==> src/sv/hspe_pkg.sv <==
// ----------------------------------------------------------------------------
// hspe_pkg
// Shared types and constants for the height sample pixel encoder.
// ----------------------------------------------------------------------------
`default_nettype none

package hspe_pkg;

  // Field widths
  localparam int SAMPLE_W = 48;
  localparam int BYTE_W   = 8;
  localparam int COL_W    = 12;
  localparam int ROW_W_W  = 13;
  localparam int CFG_DW   = 13;

  // Fixed point format of the incoming sample
  localparam int IN_FRAC_BITS = 24;

  // Default for the row width limit
  localparam int MAX_ROW_WIDTH_DEF = 4096;

  // Packed value is at most this many bits
  localparam int PIX_BITS = 24;

  // Register reset values
  localparam logic [4:0]         INT_BITS_RST    = 5'd8;
  localparam logic [4:0]         FRAC_BITS_RST   = 5'd7;
  localparam logic [7:0]         NOISE_RST       = 8'h00;
  localparam logic [ROW_W_W-1:0] ROW_WIDTH_RST   = ROW_W_W'(1440);

  // Configuration register indexes
  typedef enum logic [2:0] {
    CFG_INT_BITS     = 3'd0,
    CFG_FRAC_BITS    = 3'd1,
    CFG_FLOOR_RAISE  = 3'd2,
    CFG_OVF_MODE     = 3'd3,
    CFG_CHAN_SHIFT   = 3'd4,
    CFG_INT_SHIFT_EN = 3'd5,
    CFG_CHAN_FLOW_EN = 3'd6,
    CFG_ROW_WIDTH    = 3'd7
  } cfg_idx_e;

  // Overflow handling; the unused code behaves as snap wrap
  typedef enum logic [1:0] {
    OVF_SNAP     = 2'd0,
    OVF_BOUNCE   = 2'd1,
    OVF_SATURATE = 2'd2,
    OVF_SNAP_ALT = 2'd3
  } ovf_mode_e;

  // Channel shift; the unused code means no shift
  typedef enum logic [1:0] {
    CSH_NONE     = 2'd0,
    CSH_MSB_RED  = 2'd1,
    CSH_BYTE     = 2'd2,
    CSH_NONE_ALT = 2'd3
  } chan_shift_e;

  // Encoder settings as seen by the pixel packer
  typedef struct packed {
    logic [4:0]  int_bits;
    logic [4:0]  frac_bits;
    logic [7:0]  floor_raise;
    ovf_mode_e   ovf_mode;
    chan_shift_e chan_shift;
    logic        int_shift_en;
    logic        chan_flow_en;
  } pack_cfg_t;

endpackage

`default_nettype wire

==> src/sv/hspe_if.sv <==
// ----------------------------------------------------------------------------
// hspe_if
// Valid/ready channels for samples in and pixels out.
// ----------------------------------------------------------------------------
`default_nettype none

interface hspe_sample_if
  import hspe_pkg::*;
();
  logic                       valid;
  logic                       ready;
  logic signed [SAMPLE_W-1:0] sample_value;
  logic                       sample_is_nan;

  modport source (output valid, sample_value, sample_is_nan, input ready);
  modport sink   (input valid, sample_value, sample_is_nan, output ready);
endinterface

interface hspe_pixel_if
  import hspe_pkg::*;
();
  logic              valid;
  logic              ready;
  logic [BYTE_W-1:0] red_byte;
  logic [BYTE_W-1:0] green_byte;
  logic [BYTE_W-1:0] blue_byte;
  logic [COL_W-1:0]  column_index;
  logic              row_complete;

  modport source (output valid, red_byte, green_byte, blue_byte, column_index,
                  row_complete, input ready);
  modport sink   (input valid, red_byte, green_byte, blue_byte, column_index,
                  row_complete, output ready);
endinterface

`default_nettype wire

==> src/sv/hspe_pack.sv <==
// ----------------------------------------------------------------------------
// hspe_pack
// Scales one sample, applies overflow handling and packs it into RGB bytes.
// ----------------------------------------------------------------------------
`default_nettype none

module hspe_pack
  import hspe_pkg::*;
(
  input  var pack_cfg_t                  cfg_i,
  input  var logic signed [SAMPLE_W-1:0] sample_value_i,
  input  var logic                       sample_is_nan_i,
  output var logic [BYTE_W-1:0]          red_o,
  output var logic [BYTE_W-1:0]          green_o,
  output var logic [BYTE_W-1:0]          blue_o
);

  logic [4:0]           ib;
  logic [4:0]           fb;
  logic [4:0]           n;
  logic                 neg;
  logic [SAMPLE_W-1:0]  mag;
  logic [5:0]           fb_x;
  logic [63:0]          mag_sc;
  logic [25:0]          mag_c;
  logic signed [27:0]   v;
  logic signed [27:0]   hi;
  logic signed [27:0]   lo;
  logic [24:0]          u25;
  logic [23:0]          u24;
  logic [4:0]           shift;
  logic [23:0]          px;
  logic [BYTE_W-1:0]    red;
  logic [BYTE_W-1:0]    green;
  logic [BYTE_W-1:0]    blue;
  logic [5:0]           t;

  // Effective field widths
  always_comb begin
    ib = cfg_i.int_bits;
    if (ib < 5'd1) ib = 5'd1;
    if (ib > 5'd24) ib = 5'd24;
    fb = cfg_i.frac_bits;
    if (fb > 5'd24 - ib) fb = 5'd24 - ib;
    n = ib + fb;
  end

  // Magnitude, scaled to frac_bits with truncation toward zero
  always_comb begin
    neg  = sample_value_i[SAMPLE_W-1];
    mag  = neg ? (~sample_value_i + SAMPLE_W'(1)) : sample_value_i;
    fb_x = 6'(fb);
    if (fb_x >= 6'(IN_FRAC_BITS)) begin
      mag_sc = 64'(mag) << (fb_x - 6'(IN_FRAC_BITS));
    end else begin
      mag_sc = 64'(mag) >> (6'(IN_FRAC_BITS) - fb_x);
    end
  end

  // Overflow handling, bias and mask to n bits
  always_comb begin
    // large magnitudes clip the same way as their true value would
    mag_c = (|mag_sc[63:26]) ? '1 : mag_sc[25:0];
    v     = neg ? -$signed({2'b00, mag_c}) : $signed({2'b00, mag_c});
    v     = v + $signed(28'(cfg_i.floor_raise >> 1));
    hi    = $signed((28'(1) << (n - 5'd1)) - 28'(1));
    lo    = -hi + $signed(28'(cfg_i.floor_raise));
    if (v > hi) v = hi;
    if (v < lo) v = lo;

    if (cfg_i.ovf_mode == OVF_SATURATE) begin
      u25 = v[24:0];
    end else begin
      u25 = neg ? (~mag_sc[24:0] + 25'd1) : mag_sc[24:0];
    end
    u25 = u25 + (25'(1) << (n - 5'd1));
    if (cfg_i.ovf_mode == OVF_BOUNCE && u25[n]) u25 = ~u25;
    u24 = u25[23:0] & ((24'(1) << n) - 24'(1));
    if (sample_is_nan_i) u24 = '0;
  end

  // Channel shift and byte split
  always_comb begin
    if (n <= 5'd8) begin
      shift = 5'd0;
    end else if (cfg_i.chan_shift == CSH_MSB_RED) begin
      shift = 5'd24 - n;
    end else if (cfg_i.chan_shift == CSH_BYTE && n <= 5'd16) begin
      shift = 5'd8;
    end else begin
      shift = 5'd0;
    end
    px = u24 << shift;
  end

  // Byte bounce inversion, then left-align the partial top channel
  always_comb begin
    blue  = px[7:0];
    green = px[15:8];
    red   = px[23:16];
    if (cfg_i.chan_flow_en) begin
      if (shift < 5'd8 && px[8]) blue = ~px[7:0];
      if (shift < 5'd16 && px[16]) green = ~px[15:8];
    end
    t = 6'(n) + 6'(shift);
    if (cfg_i.int_shift_en) begin
      if (t <= 6'd8) begin
        blue = blue << (6'd8 - t);
      end else if (t <= 6'd16) begin
        green = green << (6'd16 - t);
      end else if (t <= 6'd24) begin
        red = red << (6'd24 - t);
      end
    end
    red_o   = red;
    green_o = green;
    blue_o  = blue;
  end

endmodule

`default_nettype wire

==> src/sv/height_sample_pixel_encoder.sv <==
// ----------------------------------------------------------------------------
// height_sample_pixel_encoder
// Encodes height samples as RGB pixels with a rotated column index.
// ----------------------------------------------------------------------------
//  Channel    Dir  Handshake       Payload
//  sample_i   in   valid/ready     sample_value (48, signed), sample_is_nan
//  pixel_o    out  valid/ready     red/green/blue_byte, column_index, row_complete
//  cfg_*_i    in   write enable    cfg_idx_i (register), cfg_data_i (13 bits)
//
//  One pixel per sample, one sample per cycle sustained while pixel_o is ready.
//  A transaction is held in the input register, packed by combinational logic
//  and caught in the result register, which drives pixel_o.valid.
//  The column counter advances when a sample is accepted.
//  A stalled pixel_o leaves the input register free for one more transaction.
//  Reset restores the register defaults and puts the column at half the row.
// ----------------------------------------------------------------------------
`default_nettype none

module height_sample_pixel_encoder
  import hspe_pkg::*;
#(
  parameter int MAX_ROW_WIDTH = MAX_ROW_WIDTH_DEF
) (
  input  var logic               clk_i,
  input  var logic               rst_ni,
  hspe_sample_if.sink            sample_i,
  hspe_pixel_if.source           pixel_o,
  input  var logic               cfg_we_i,
  input  var logic [2:0]         cfg_idx_i,
  input  var logic [CFG_DW-1:0]  cfg_data_i
);

  // Column counter widths
  localparam int PW    = (MAX_ROW_WIDTH > 2) ? $clog2(MAX_ROW_WIDTH) : 1;
  localparam int MW    = $clog2(MAX_ROW_WIDTH + 1);
  localparam int RW_W  = (MW > ROW_W_W) ? MW : ROW_W_W;
  localparam int CW    = (RW_W > PW + 1) ? RW_W : PW + 1;
  localparam int XW    = (CW > COL_W) ? CW : COL_W;
  localparam int RST_W = (ROW_WIDTH_RST > MAX_ROW_WIDTH) ? MAX_ROW_WIDTH
                                                         : int'(ROW_WIDTH_RST);
  localparam logic [PW-1:0] POS_RST = PW'(RST_W / 2);

  // Configuration registers
  logic [4:0]         int_bits_q;
  logic [4:0]         frac_bits_q;
  logic [7:0]         noise_q;
  ovf_mode_e          ovf_mode_q;
  chan_shift_e        chan_shift_q;
  logic               int_shift_en_q;
  logic               chan_flow_en_q;
  logic [ROW_W_W-1:0] row_width_q;

  always_ff @(posedge clk_i or negedge rst_ni) begin
    if (!rst_ni) begin
      int_bits_q     <= INT_BITS_RST;
      frac_bits_q    <= FRAC_BITS_RST;
      noise_q        <= NOISE_RST;
      ovf_mode_q     <= OVF_SATURATE;
      chan_shift_q   <= CSH_MSB_RED;
      int_shift_en_q <= 1'b1;
      chan_flow_en_q <= 1'b1;
      row_width_q    <= ROW_WIDTH_RST;
    end else if (cfg_we_i) begin
      unique case (cfg_idx_e'(cfg_idx_i))
        CFG_INT_BITS:     int_bits_q     <= cfg_data_i[4:0];
        CFG_FRAC_BITS:    frac_bits_q    <= cfg_data_i[4:0];
        CFG_FLOOR_RAISE:  noise_q        <= cfg_data_i[7:0];
        CFG_OVF_MODE:     ovf_mode_q     <= ovf_mode_e'(cfg_data_i[1:0]);
        CFG_CHAN_SHIFT:   chan_shift_q   <= chan_shift_e'(cfg_data_i[1:0]);
        CFG_INT_SHIFT_EN: int_shift_en_q <= cfg_data_i[0];
        CFG_CHAN_FLOW_EN: chan_flow_en_q <= cfg_data_i[0];
        CFG_ROW_WIDTH:    row_width_q    <= cfg_data_i[ROW_W_W-1:0];
        default:          ;
      endcase
    end
  end

  pack_cfg_t pack_cfg;

  always_comb begin
    pack_cfg.int_bits     = int_bits_q;
    pack_cfg.frac_bits    = frac_bits_q;
    pack_cfg.floor_raise  = noise_q;
    pack_cfg.ovf_mode     = ovf_mode_q;
    pack_cfg.chan_shift   = chan_shift_q;
    pack_cfg.int_shift_en = int_shift_en_q;
    pack_cfg.chan_flow_en = chan_flow_en_q;
  end

  // Handshake: the input register moves on whenever the result register frees
  logic s1_valid_q;
  logic s2_free;
  logic in_ready;
  logic in_fire;

  assign s2_free        = !pixel_o.valid || pixel_o.ready;
  assign in_ready       = !s1_valid_q || s2_free;
  assign in_fire        = sample_i.valid && in_ready;
  assign sample_i.ready = in_ready;

  // Column counter, with the row width clamped to 2 .. MAX_ROW_WIDTH
  logic [PW-1:0]   pos_q;
  logic [RW_W-1:0] eff_w;
  logic [CW-1:0]   next_pos;
  logic [XW-1:0]   pos_x;
  logic            row_done;

  always_comb begin
    eff_w = RW_W'(row_width_q);
    if (eff_w < RW_W'(2)) eff_w = RW_W'(2);
    if (eff_w > RW_W'(MAX_ROW_WIDTH)) eff_w = RW_W'(MAX_ROW_WIDTH);
    next_pos = CW'(pos_q) + CW'(1);
    if (next_pos >= CW'(eff_w)) next_pos = '0;
    row_done = (next_pos == CW'(eff_w >> 1));
    pos_x    = XW'(pos_q);
  end

  always_ff @(posedge clk_i or negedge rst_ni) begin
    if (!rst_ni) begin
      pos_q <= POS_RST;
    end else if (in_fire) begin
      pos_q <= next_pos[PW-1:0];
    end
  end

  // Input register
  logic signed [SAMPLE_W-1:0] s1_value_q;
  logic                       s1_nan_q;
  logic [COL_W-1:0]           s1_col_q;
  logic                       s1_done_q;

  always_ff @(posedge clk_i or negedge rst_ni) begin
    if (!rst_ni) begin
      s1_valid_q <= 1'b0;
    end else if (in_ready) begin
      s1_valid_q <= sample_i.valid;
    end
  end

  always_ff @(posedge clk_i) begin
    if (in_fire) begin
      s1_value_q <= sample_i.sample_value;
      s1_nan_q   <= sample_i.sample_is_nan;
      s1_col_q   <= pos_x[COL_W-1:0];
      s1_done_q  <= row_done;
    end
  end

  // Pixel packing
  logic [BYTE_W-1:0] red_d;
  logic [BYTE_W-1:0] green_d;
  logic [BYTE_W-1:0] blue_d;

  hspe_pack u_pack (
    .cfg_i           (pack_cfg),
    .sample_value_i  (s1_value_q),
    .sample_is_nan_i (s1_nan_q),
    .red_o           (red_d),
    .green_o         (green_d),
    .blue_o          (blue_d)
  );

  // Result register
  logic              out_valid_q;
  logic [BYTE_W-1:0] red_q;
  logic [BYTE_W-1:0] green_q;
  logic [BYTE_W-1:0] blue_q;
  logic [COL_W-1:0]  col_q;
  logic              done_q;

  always_ff @(posedge clk_i or negedge rst_ni) begin
    if (!rst_ni) begin
      out_valid_q <= 1'b0;
    end else if (s2_free) begin
      out_valid_q <= s1_valid_q;
    end
  end

  always_ff @(posedge clk_i) begin
    if (s2_free && s1_valid_q) begin
      red_q   <= red_d;
      green_q <= green_d;
      blue_q  <= blue_d;
      col_q   <= s1_col_q;
      done_q  <= s1_done_q;
    end
  end

  assign pixel_o.valid        = out_valid_q;
  assign pixel_o.red_byte     = red_q;
  assign pixel_o.green_byte   = green_q;
  assign pixel_o.blue_byte    = blue_q;
  assign pixel_o.column_index = col_q;
  assign pixel_o.row_complete = done_q;

endmodule

`default_nettype wire

==> src/flat_wrapper.sv <==
// flat-port wrapper written by rule: the top's interface ports become plain ports
module height_sample_pixel_encoder_flat import hspe_pkg::*;
#(
  parameter int MAX_ROW_WIDTH = MAX_ROW_WIDTH_DEF
)
  (clk_i, rst_ni, cfg_we_i, cfg_idx_i, cfg_data_i, sample_i_valid, sample_i_sample_value, sample_i_sample_is_nan, sample_i_ready, pixel_o_valid, pixel_o_red_byte, pixel_o_green_byte, pixel_o_blue_byte, pixel_o_column_index, pixel_o_row_complete, pixel_o_ready);
  hspe_sample_if sample_i_i ();
  hspe_pixel_if pixel_o_i ();
  input  var logic clk_i;
  input  var logic rst_ni;
  input  var logic cfg_we_i;
  input  var logic [2:0] cfg_idx_i;
  input  var logic [CFG_DW-1:0] cfg_data_i;
  input wire logic [$bits(sample_i_i.valid)-1:0] sample_i_valid;
  input wire logic [$bits(sample_i_i.sample_value)-1:0] sample_i_sample_value;
  input wire logic [$bits(sample_i_i.sample_is_nan)-1:0] sample_i_sample_is_nan;
  output wire logic [$bits(sample_i_i.ready)-1:0] sample_i_ready;
  output wire logic [$bits(pixel_o_i.valid)-1:0] pixel_o_valid;
  output wire logic [$bits(pixel_o_i.red_byte)-1:0] pixel_o_red_byte;
  output wire logic [$bits(pixel_o_i.green_byte)-1:0] pixel_o_green_byte;
  output wire logic [$bits(pixel_o_i.blue_byte)-1:0] pixel_o_blue_byte;
  output wire logic [$bits(pixel_o_i.column_index)-1:0] pixel_o_column_index;
  output wire logic [$bits(pixel_o_i.row_complete)-1:0] pixel_o_row_complete;
  input wire logic [$bits(pixel_o_i.ready)-1:0] pixel_o_ready;
  assign sample_i_i.valid = sample_i_valid;
  assign sample_i_i.sample_value = sample_i_sample_value;
  assign sample_i_i.sample_is_nan = sample_i_sample_is_nan;
  assign sample_i_ready = sample_i_i.ready;
  assign pixel_o_valid = pixel_o_i.valid;
  assign pixel_o_red_byte = pixel_o_i.red_byte;
  assign pixel_o_green_byte = pixel_o_i.green_byte;
  assign pixel_o_blue_byte = pixel_o_i.blue_byte;
  assign pixel_o_column_index = pixel_o_i.column_index;
  assign pixel_o_row_complete = pixel_o_i.row_complete;
  assign pixel_o_i.ready = pixel_o_ready;
  height_sample_pixel_encoder #(.MAX_ROW_WIDTH(MAX_ROW_WIDTH)) u_core (.clk_i(clk_i), .rst_ni(rst_ni), .sample_i(sample_i_i), .pixel_o(pixel_o_i), .cfg_we_i(cfg_we_i), .cfg_idx_i(cfg_idx_i), .cfg_data_i(cfg_data_i));
endmodule
==> config.mk <==
export PLATFORM = sky130hd
export DESIGN_NAME = height_sample_pixel_encoder_flat
export DESIGN_NICKNAME = d
export VERILOG_FILES = /design/src/sv/hspe_pkg.sv /design/src/sv/hspe_if.sv /design/src/sv/hspe_pack.sv /design/src/sv/height_sample_pixel_encoder.sv /design/src/flat_wrapper.sv
export SDC_FILE = /design/constraint.sdc
export NUM_CORES = 1
export LEC_CHECK = 0
export BUFFER_PORTS_ARGS = -buffer_cell sky130_fd_sc_hd__buf_2
export CAP_MARGIN = 0
export CELL_PAD_IN_SITES_DETAIL_PLACEMENT = 1
export CELL_PAD_IN_SITES_GLOBAL_PLACEMENT = 2
export CORE_MARGIN = 5
export CORE_UTILIZATION = 35
export CTS_BUF_LIST = sky130_fd_sc_hd__clkbuf_8
export CTS_CLUSTER_DIAMETER = 200
export DETAILED_ROUTE_END_ITERATION = 16
export PLACE_DENSITY_LB_ADDON = 0.1
export SYNTH_ARGS = -nofsm -noshare
export SYNTH_HDL_FRONTEND = slang
export SYNTH_SLANG_ARGS = --single-unit
==> constraint.sdc <==
create_clock -name clk_i -period 25.5 [get_ports clk_i]
set_input_delay 5.1 -clock clk_i [delete_from_list [all_inputs] [get_ports clk_i]]
set_output_delay 5.1 -clock clk_i [all_outputs]
set_load 0.05 [all_outputs]
==> results of run 1 <==
## worst reg2reg max path: cells and delay by family (launching register included)
| family | cells | cell delay, ns |
|---|---|---|
| compound gates | 43 | 11.66 |
| simple gates | 22 | 5.31 |
| xor+xnor | 4 | 1.01 |
| flops | 1 | 0.52 |
| mux | 5 | 1.55 |
| fa+ha+maj | 7 | 2.37 |
| buf+inv | 7 | 1.41 |
## flip-flops by register name, indices dropped and copies added (netlist names), 2 cells and up
signal	flops
u_core.frac_bits_q	5
u_core.s1_value_q	48
u_core.row_width_q	13
u_core.pixel_o.column_index	12
u_core.s1_col_q	12
u_core.pixel_o.red_byte	8
u_core.pixel_o.green_byte	8
u_core.noise_q	8
u_core.pos_q	12
u_core.int_bits_q	5
u_core.chan_shift_q	2
u_core.ovf_mode_q	2
u_core.pixel_o.blue_byte	8
## how the worst max path moves through the flow
stage                                      from                                     end  slack (ns)
2_1_floorplan  u_core.int_bits_q[3]$_DFFE_PN1P_  u_core.pixel_o.green_byte[6]$_DFFE_PP_        3.88
6_report       u_core.int_bits_q[4]$_DFFE_PN0P_  u_core.pixel_o.green_byte[6]$_DFFE_PP_        1.45
3_3_place_gp   u_core.int_bits_q[4]$_DFFE_PN0P_  u_core.pixel_o.green_byte[6]$_DFFE_PP_        1.31
4_1_cts        u_core.int_bits_q[4]$_DFFE_PN0P_  u_core.pixel_o.green_byte[6]$_DFFE_PP_        0.37
3_5_place_dp   u_core.int_bits_q[4]$_DFFE_PN0P_  u_core.pixel_o.green_byte[6]$_DFFE_PP_        0.54
5_1_grt        u_core.int_bits_q[4]$_DFFE_PN0P_  u_core.pixel_o.green_byte[5]$_DFFE_PP_        0.06
## cells in the final DEF (no fill, tap or decap), types with 59 or more instances in the layout
master / netlist / routed
nand2_1: 345 / 344
nor2_1: 327 / 325
a21oi_1: 246 / 245
o21ai_0: 179 / 178
xnor2_1: 141 / 141
ha_1: 135 / 134
mux2i_1: 135 / 133
nand3_1: 129 / 129
buf_2: 39 / 108
nor3_1: 105 / 103
edfxtp_1: 99 / 99
inv_1: 97 / 96
mux2_2: 76 / 76
xor2_1: 71 / 71
buf_4: 11 / 68
o211ai_1: 59 / 59
## routing by layer
layer,GRT usage [%],vias to the layer above
li1,-,13146
met1,38.6,14404
met2,48.7,825
met3,1.82,160
met4,9.52,0
met5,0,-
## stage by stage
stage	hold slack, ns	setup slack (ns)	instance area (µm²)
2_1_floorplan	0.400	3.88	26200
3_3_place_gp	0.402	1.31	27500
3_5_place_dp	0.406	0.543	27500
4_1_cts	0.434	0.373	27900
5_1_grt	0.440	0.0571	28000
6_report	0.438	1.45	28000
## cell families (layout without fill, tap and decap cells)
group / count (synthesis) / after routing / synth area share (%)
compound gates: 1111 / 1111 / 29.8
xor+xnor: 217 / 217 / 7.40
fa+ha+maj: 141 / 141 / 6.83
buf+inv: 319 / 315 / 5.03
flops: 150 / 150 / 16.3
mux: 234 / 234 / 10.4
other cells: 0 / 4 / 0
simple gates: 1285 / 1285 / 24.3
## final cells by class
class / instances / area [µm²] / area share [%]
Multi-Input combinational cell: 2988 / 20700 / 73.8
Sequential cell: 150 / 4270 / 15.2
Tap cell: 969 / 1210 / 4.32
Timing Repair Buffer: 176 / 1050 / 3.75
Inverter: 107 / 404 / 1.44
Clock buffer: 17 / 234 / 0.834
Clock inverter: 15 / 179 / 0.638
Antenna cell: 4 / 10.0 / 0.0357
## timing repair
action | in CTS | in global routing
hold buffers | 0 | 0
gates resized for setup | 0 | 15
hold endpoints to repair | 0 | 0
buffers inserted | 0 | 8
setup endpoints to repair | 0 | 24
==> results.md, run 1 <==
- H-tree lvl count: 4
- Die Wd: 284 µm
- CP required: 25.74 ns
- Netlist cell types: 124
- First-pass GRT wire length: 183 mm
- Reg2Reg Depth: 88
- Slew Viols, Final: 0
- Layout Skew: 0.0358 ns
- Type of the worst min-delay path: reg -> reg
- Post-Syn Nets: 3666
- GRT Util Overall: 28.6%
- Layout Nets: 3649
- DP HPWL: 96.9 mm
- RR Endpoint: u_core.pixel_o.green_byte[6]$_DFFE_PP_
- Die area: 0.0804 mm²
- CP Max Fanout: 44
- YS warnings: 0
- Crit path largest cell delay: 1.21 ns
- Flops & latches, synth: 150
- Routed wl met3: 4.89 mm
- Met1 wire length: 54.2 mm
- Syn Inst Count: 3457
- Synth area leader: edfxtp_1
- Port Buffer Count: 108
- HP Start: u_core.s1_col_q[6]$_DFFE_PP_
- Die height: 284 µm
- Routed vias/inst: 6.45
- Crit path buf inv count: 7
- Hold endpoint: u_core.pixel_o.column_index[6]$_DFFE_PP_
- Status: finished clean
- Num CTS Buffers: 17
- Synth area leaders: edfxtp_1 11%, ha_1 6.5%, mux2i_1 5.2%, nand2_1 4.9%, xnor2_1 4.7%
- Setup violations, final: 0
- Most common cell on crit path: a21oi_1
- Hold Path Stages: 0
- Post-synth top area share: 11.4%
- Area added between synthesis and finish: 7.11%
- I/O Pins: 109
- Drt pass-1 iters: 6
- Initial Util: 35.2%
- Avg Inst Size Synth: 7.57 µm²
- Detail Route Antenna Nets: 0
- Crit path depth: 88
- Max_cap viols: 0
- Deepest clock path buffer count: 2
- Row cnt: 100
- Worst setup SP type: flip-flop
- Final Critical Period: 24.05 ns
- Initial antenna violation count: 4
- Count leader, synth: nand2_1
- Synth Cell Area: 0.0262 mm²
- Critical Path Sink Type: flip-flop
- CP delay by family, top: compound AO/OA/AOI/OAI gates
- WL/cell: 27.3 µm
- Endpoints failing hold: 0
- Period utilization: 94.3%
- FMAX: 41.6 MHz
- Worst slew pin tran: 1.31 ns
- Final routed DRC violation total: 0
- Unrepaired setup endpoints after global routing: false
- Clock Sinks: 150
- Finished Layout Cells: 4426
- CTS Root Cell: clkbuf_8
- Total Wirelength: 121 mm
- Sequential cell area fraction in the yosys report: 16.3%
- Setup CP Type: reg -> reg
- Reg2reg start: u_core.int_bits_q[4]$_DFFE_PN0P_
- Final Util: 37.7%
- Clk_lat worst skew: 0.50 ns
- Top routing layer used: met4
- CORE AREA: 0.0743 mm²
- Reg2reg setup slack: 1.45 ns
- Setup_tns: 0 ns
- Top cells by count, synth: 345 x nand2_1, 327 x nor2_1, 246 x a21oi_1
- Slowest-stage cell, CP: o311ai_0
- Share of cells above drive strength 1: 13.4%
- EDFF count, synth: 99
- Via count: 28535
- Synth Flop Type: edfxtp_1
- Rel. slew slack: 11.8%
- Gpl congestion: 0.950
- Clk slew on worst S/H paths: 0.13 ns
- Filler cells: 9137
- CTS tree: built
- Vias in the first global route: 28998
- Pin count of the biggest net entering global routing: 65
- Placed instance count: 4382
- Routed wl met2: 57.5 mm
- Total grt overflow: 0
- Crit path DAT: 24.29 ns
- DR iter-0 viols: 2434
- Ys async rst share: 34.0%
Power of run 1 is left out: the tool's default activity adds up to more than one toggle a clock period on the data nets, which glitch-free logic cannot reach.
==> run 2, diff against run 1 <==
- SYNTH_HIERARCHICAL: not set -> 1
==> results.md, run 2 <==
- Status: finished clean
- Syn Inst Count: 3594
- Flops & latches, synth: 150
- YS warnings: 6
- Share of cells above drive strength 1: 14.3%
- Sequential cell area fraction in the yosys report: 16.0%
- Rel. slew slack: 22.6%
- Row cnt: 101
- Area fraction in compound gates after synthesis: 30.2%
- Routed vias/inst: 6.61
- Total grt overflow: 0
- Endpoints failing hold: 0
- Biggest register: u_core/s1_value_q
- Synth Cell Area: 0.0266 mm²
- WL/cell: 28.5 µm
- Die Wd: 286 µm
- Post-synthesis simple-gate area fraction: 26.1%
- Commonest non-fill, non-tap cell in the layout: nand2_1
- Clock Sinks: 150
- Final Util: 38.4%
- Synth area leaders: edfxtp_1 11%, ha_1 6.3%, nand2_1 5.3%, nor2_1 5.1%, xnor2_1 4.2%
- Post-synth top area share: 11.2%
- Synth area leader: edfxtp_1
- Vias in the first global route: 30135
- Drt pass-1 iters: 6
- DR iter-0 viols: 2822
- Max_cap viols: 0
- Commonest cells after routing, fill and taps aside: 375 x nand2_1, 356 x nor2_1, 217 x o21ai_0, 200 x a21oi_1, 194 x nand3_1
- DP Area: 0.0283 mm²
- Clk slew on worst S/H paths: 0.12 ns
- M1 GR Usage: 40.3%
- Post-route cell area: 0.0291 mm²
- Gpl congestion: 0.990
- Setup violations, final: 0
- Area added between synthesis and finish: 9.21%
- Worst slew pin tran: 1.16 ns
- Mux contribution to synthesized area: 9.20%
- Avg Inst Size Synth: 7.41 µm²
- Crit path DAT: 24.02 ns
- Slew Viols, Final: 0
- Final routed DRC violation total: 0
- CTS tree: built
- CORE AREA: 0.0757 mm²
- Top cells by count, synth: 376 x nand2_1, 359 x nor2_1, 218 x o21ai_0
- Crit path largest cell delay: 0.61 ns
- Type of the worst min-delay path: reg -> reg
- Die height: 286 µm
- Initial Util: 35.2%
- Total Wirelength: 131 mm
- CP required: 25.76 ns
- GRT busiest layer: met2
- CTS Root Cell: clkbuf_8
- Worst setup SP type: flip-flop
- Top flop regs: u_core/s1_value_q x48, u_core/row_width_q x13
- GRT Util Overall: 30.3%
- Initial antenna violation count: 4
- Port Buffer Count: 108
- Post-Syn Nets: 3803
- Met3 Use GR: 3.51%
- Post-synthesis adder-cell area fraction: 6.71%
- Setup CP Type: reg -> reg
- Num CTS Buffers: 17
- Deepest clock path buffer count: 2
- Multi-input combinational cell area: 0.0213 mm²
- Via count: 30345
- Detail Route Antenna Nets: 0
- Filler cells: 9306
- Synth Flop Type: edfxtp_1
- Setup_tns: 0 ns
- Global Route met2 Usage: 51.4%
- Flip-flop and latch area: 0.00427 mm²
- Layout Nets: 3811
- Synth Area in XOR/XNOR: 6.86%
- EDFF count, synth: 99
- Final Critical Period: 23.76 ns
- CP Max Fanout: 36
- I/O Pins: 109
- FMAX: 42.1 MHz
- Layout Skew: 0.0315 ns
- Largest family of logic cells by synthesized area: compound AO/OA/AOI/OAI gates
- Slowest-stage cell, CP: mux2i_1
- Critical Path Sink Type: flip-flop
- Max FFs per register: 48
- Clk_lat worst skew: 0.53 ns
- Reg2reg setup slack: 1.74 ns
- Count leader, synth: nand2_1
- DP HPWL: 104 mm
- Die area: 0.0818 mm²
- Pin count of the biggest net entering global routing: 81
- Period utilization: 93.2%
- Ys async rst share: 34.0%
- Hold_ws: 0.425 ns
- First-pass GRT wire length: 194 mm
- H-tree lvl count: 4
- Netlist cell types: 125
- Most common cell on crit path: o21ai_0
## run 2: routing by layer
layer | share of wire [%] | vias to the layer above
met3 | 5.6 | 225
met5 | 0.0092 | -
met1 | 44 | 15258
met4 | 3.7 | 2
li1 | - | 13729
met2 | 47 | 1131
## run 2: final timing paths
path                                                   from                                  endpoint  depth (start not counted)
max                        u_core/int_bits_q[4]$_DFFE_PN0P_      u_core/pixel_o.red_byte[4]$_DFFE_PP_                        108
min                            u_core/s1_col_q[6]$_DFFE_PP_  u_core/pixel_o.column_index[6]$_DFFE_PP_                          0
max reg2reg                u_core/int_bits_q[4]$_DFFE_PN0P_      u_core/pixel_o.red_byte[4]$_DFFE_PP_                        108
min reg2reg                    u_core/s1_col_q[6]$_DFFE_PP_  u_core/pixel_o.column_index[6]$_DFFE_PP_                          0
max in group asynchronous                            rst_ni         u_core/row_width_q[2]$_DFFE_PN0P_                          2
min in group asynchronous                            rst_ni             u_core/s1_valid_q$_DFFE_PN0N_                          2
## run 2: kinds of logic after synthesis
group / count (synthesis)
mux: 200
xor+xnor: 203
simple gates: 1420
buf+inv: 336
compound gates: 1144
fa+ha+maj: 141
flops: 150
## run 2: what timing repair did
action / CTS / global route
buffers inserted: 0 / 15
endpoints found under the setup margin: 0 / 24
resized for setup: 0 / 46
hold buffers: 0 / 0
## run 2: critical path, delay by kind of cell, from the launching register on
kind / cells / cell delay (ns)
buffers and inverters: 8 / 1.49
xor gates and xnor gates: 4 / 0.85
AOI/OAI and AO/OA: 54 / 11.91
DFF: 1 / 0.48
muxes: 2 / 1.01
adders and majority gates: 8 / 2.62
and+or+nand+nor: 32 / 5.04
## run 2: final cells by class
type / count / area share (%)
repair buffers: 213 / 4.84
clock inverters: 14 / 0.623
repair inverters: 1 / 0.0172
inverters: 110 / 1.44
flip-flops and latches: 150 / 14.7
diodes: 1 / 0.00860
clock buffers: 18 / 0.851
well taps: 978 / 4.20
multi-input cells: 3109 / 73.3
## run 2: stage by stage
| stage | worst slack (ns) | instances |
|---|---|---|
| floorplan | 2.76 | 3594 |
| global placement | 1.87 | 4543 |
| detailed placement | 1.17 | 4543 |
| CTS | 0.973 | 4575 |
| global route | -0.0591 | 4594 |
| finish | 1.74 | 4594 |
Power of run 2 is left out for the same reason.
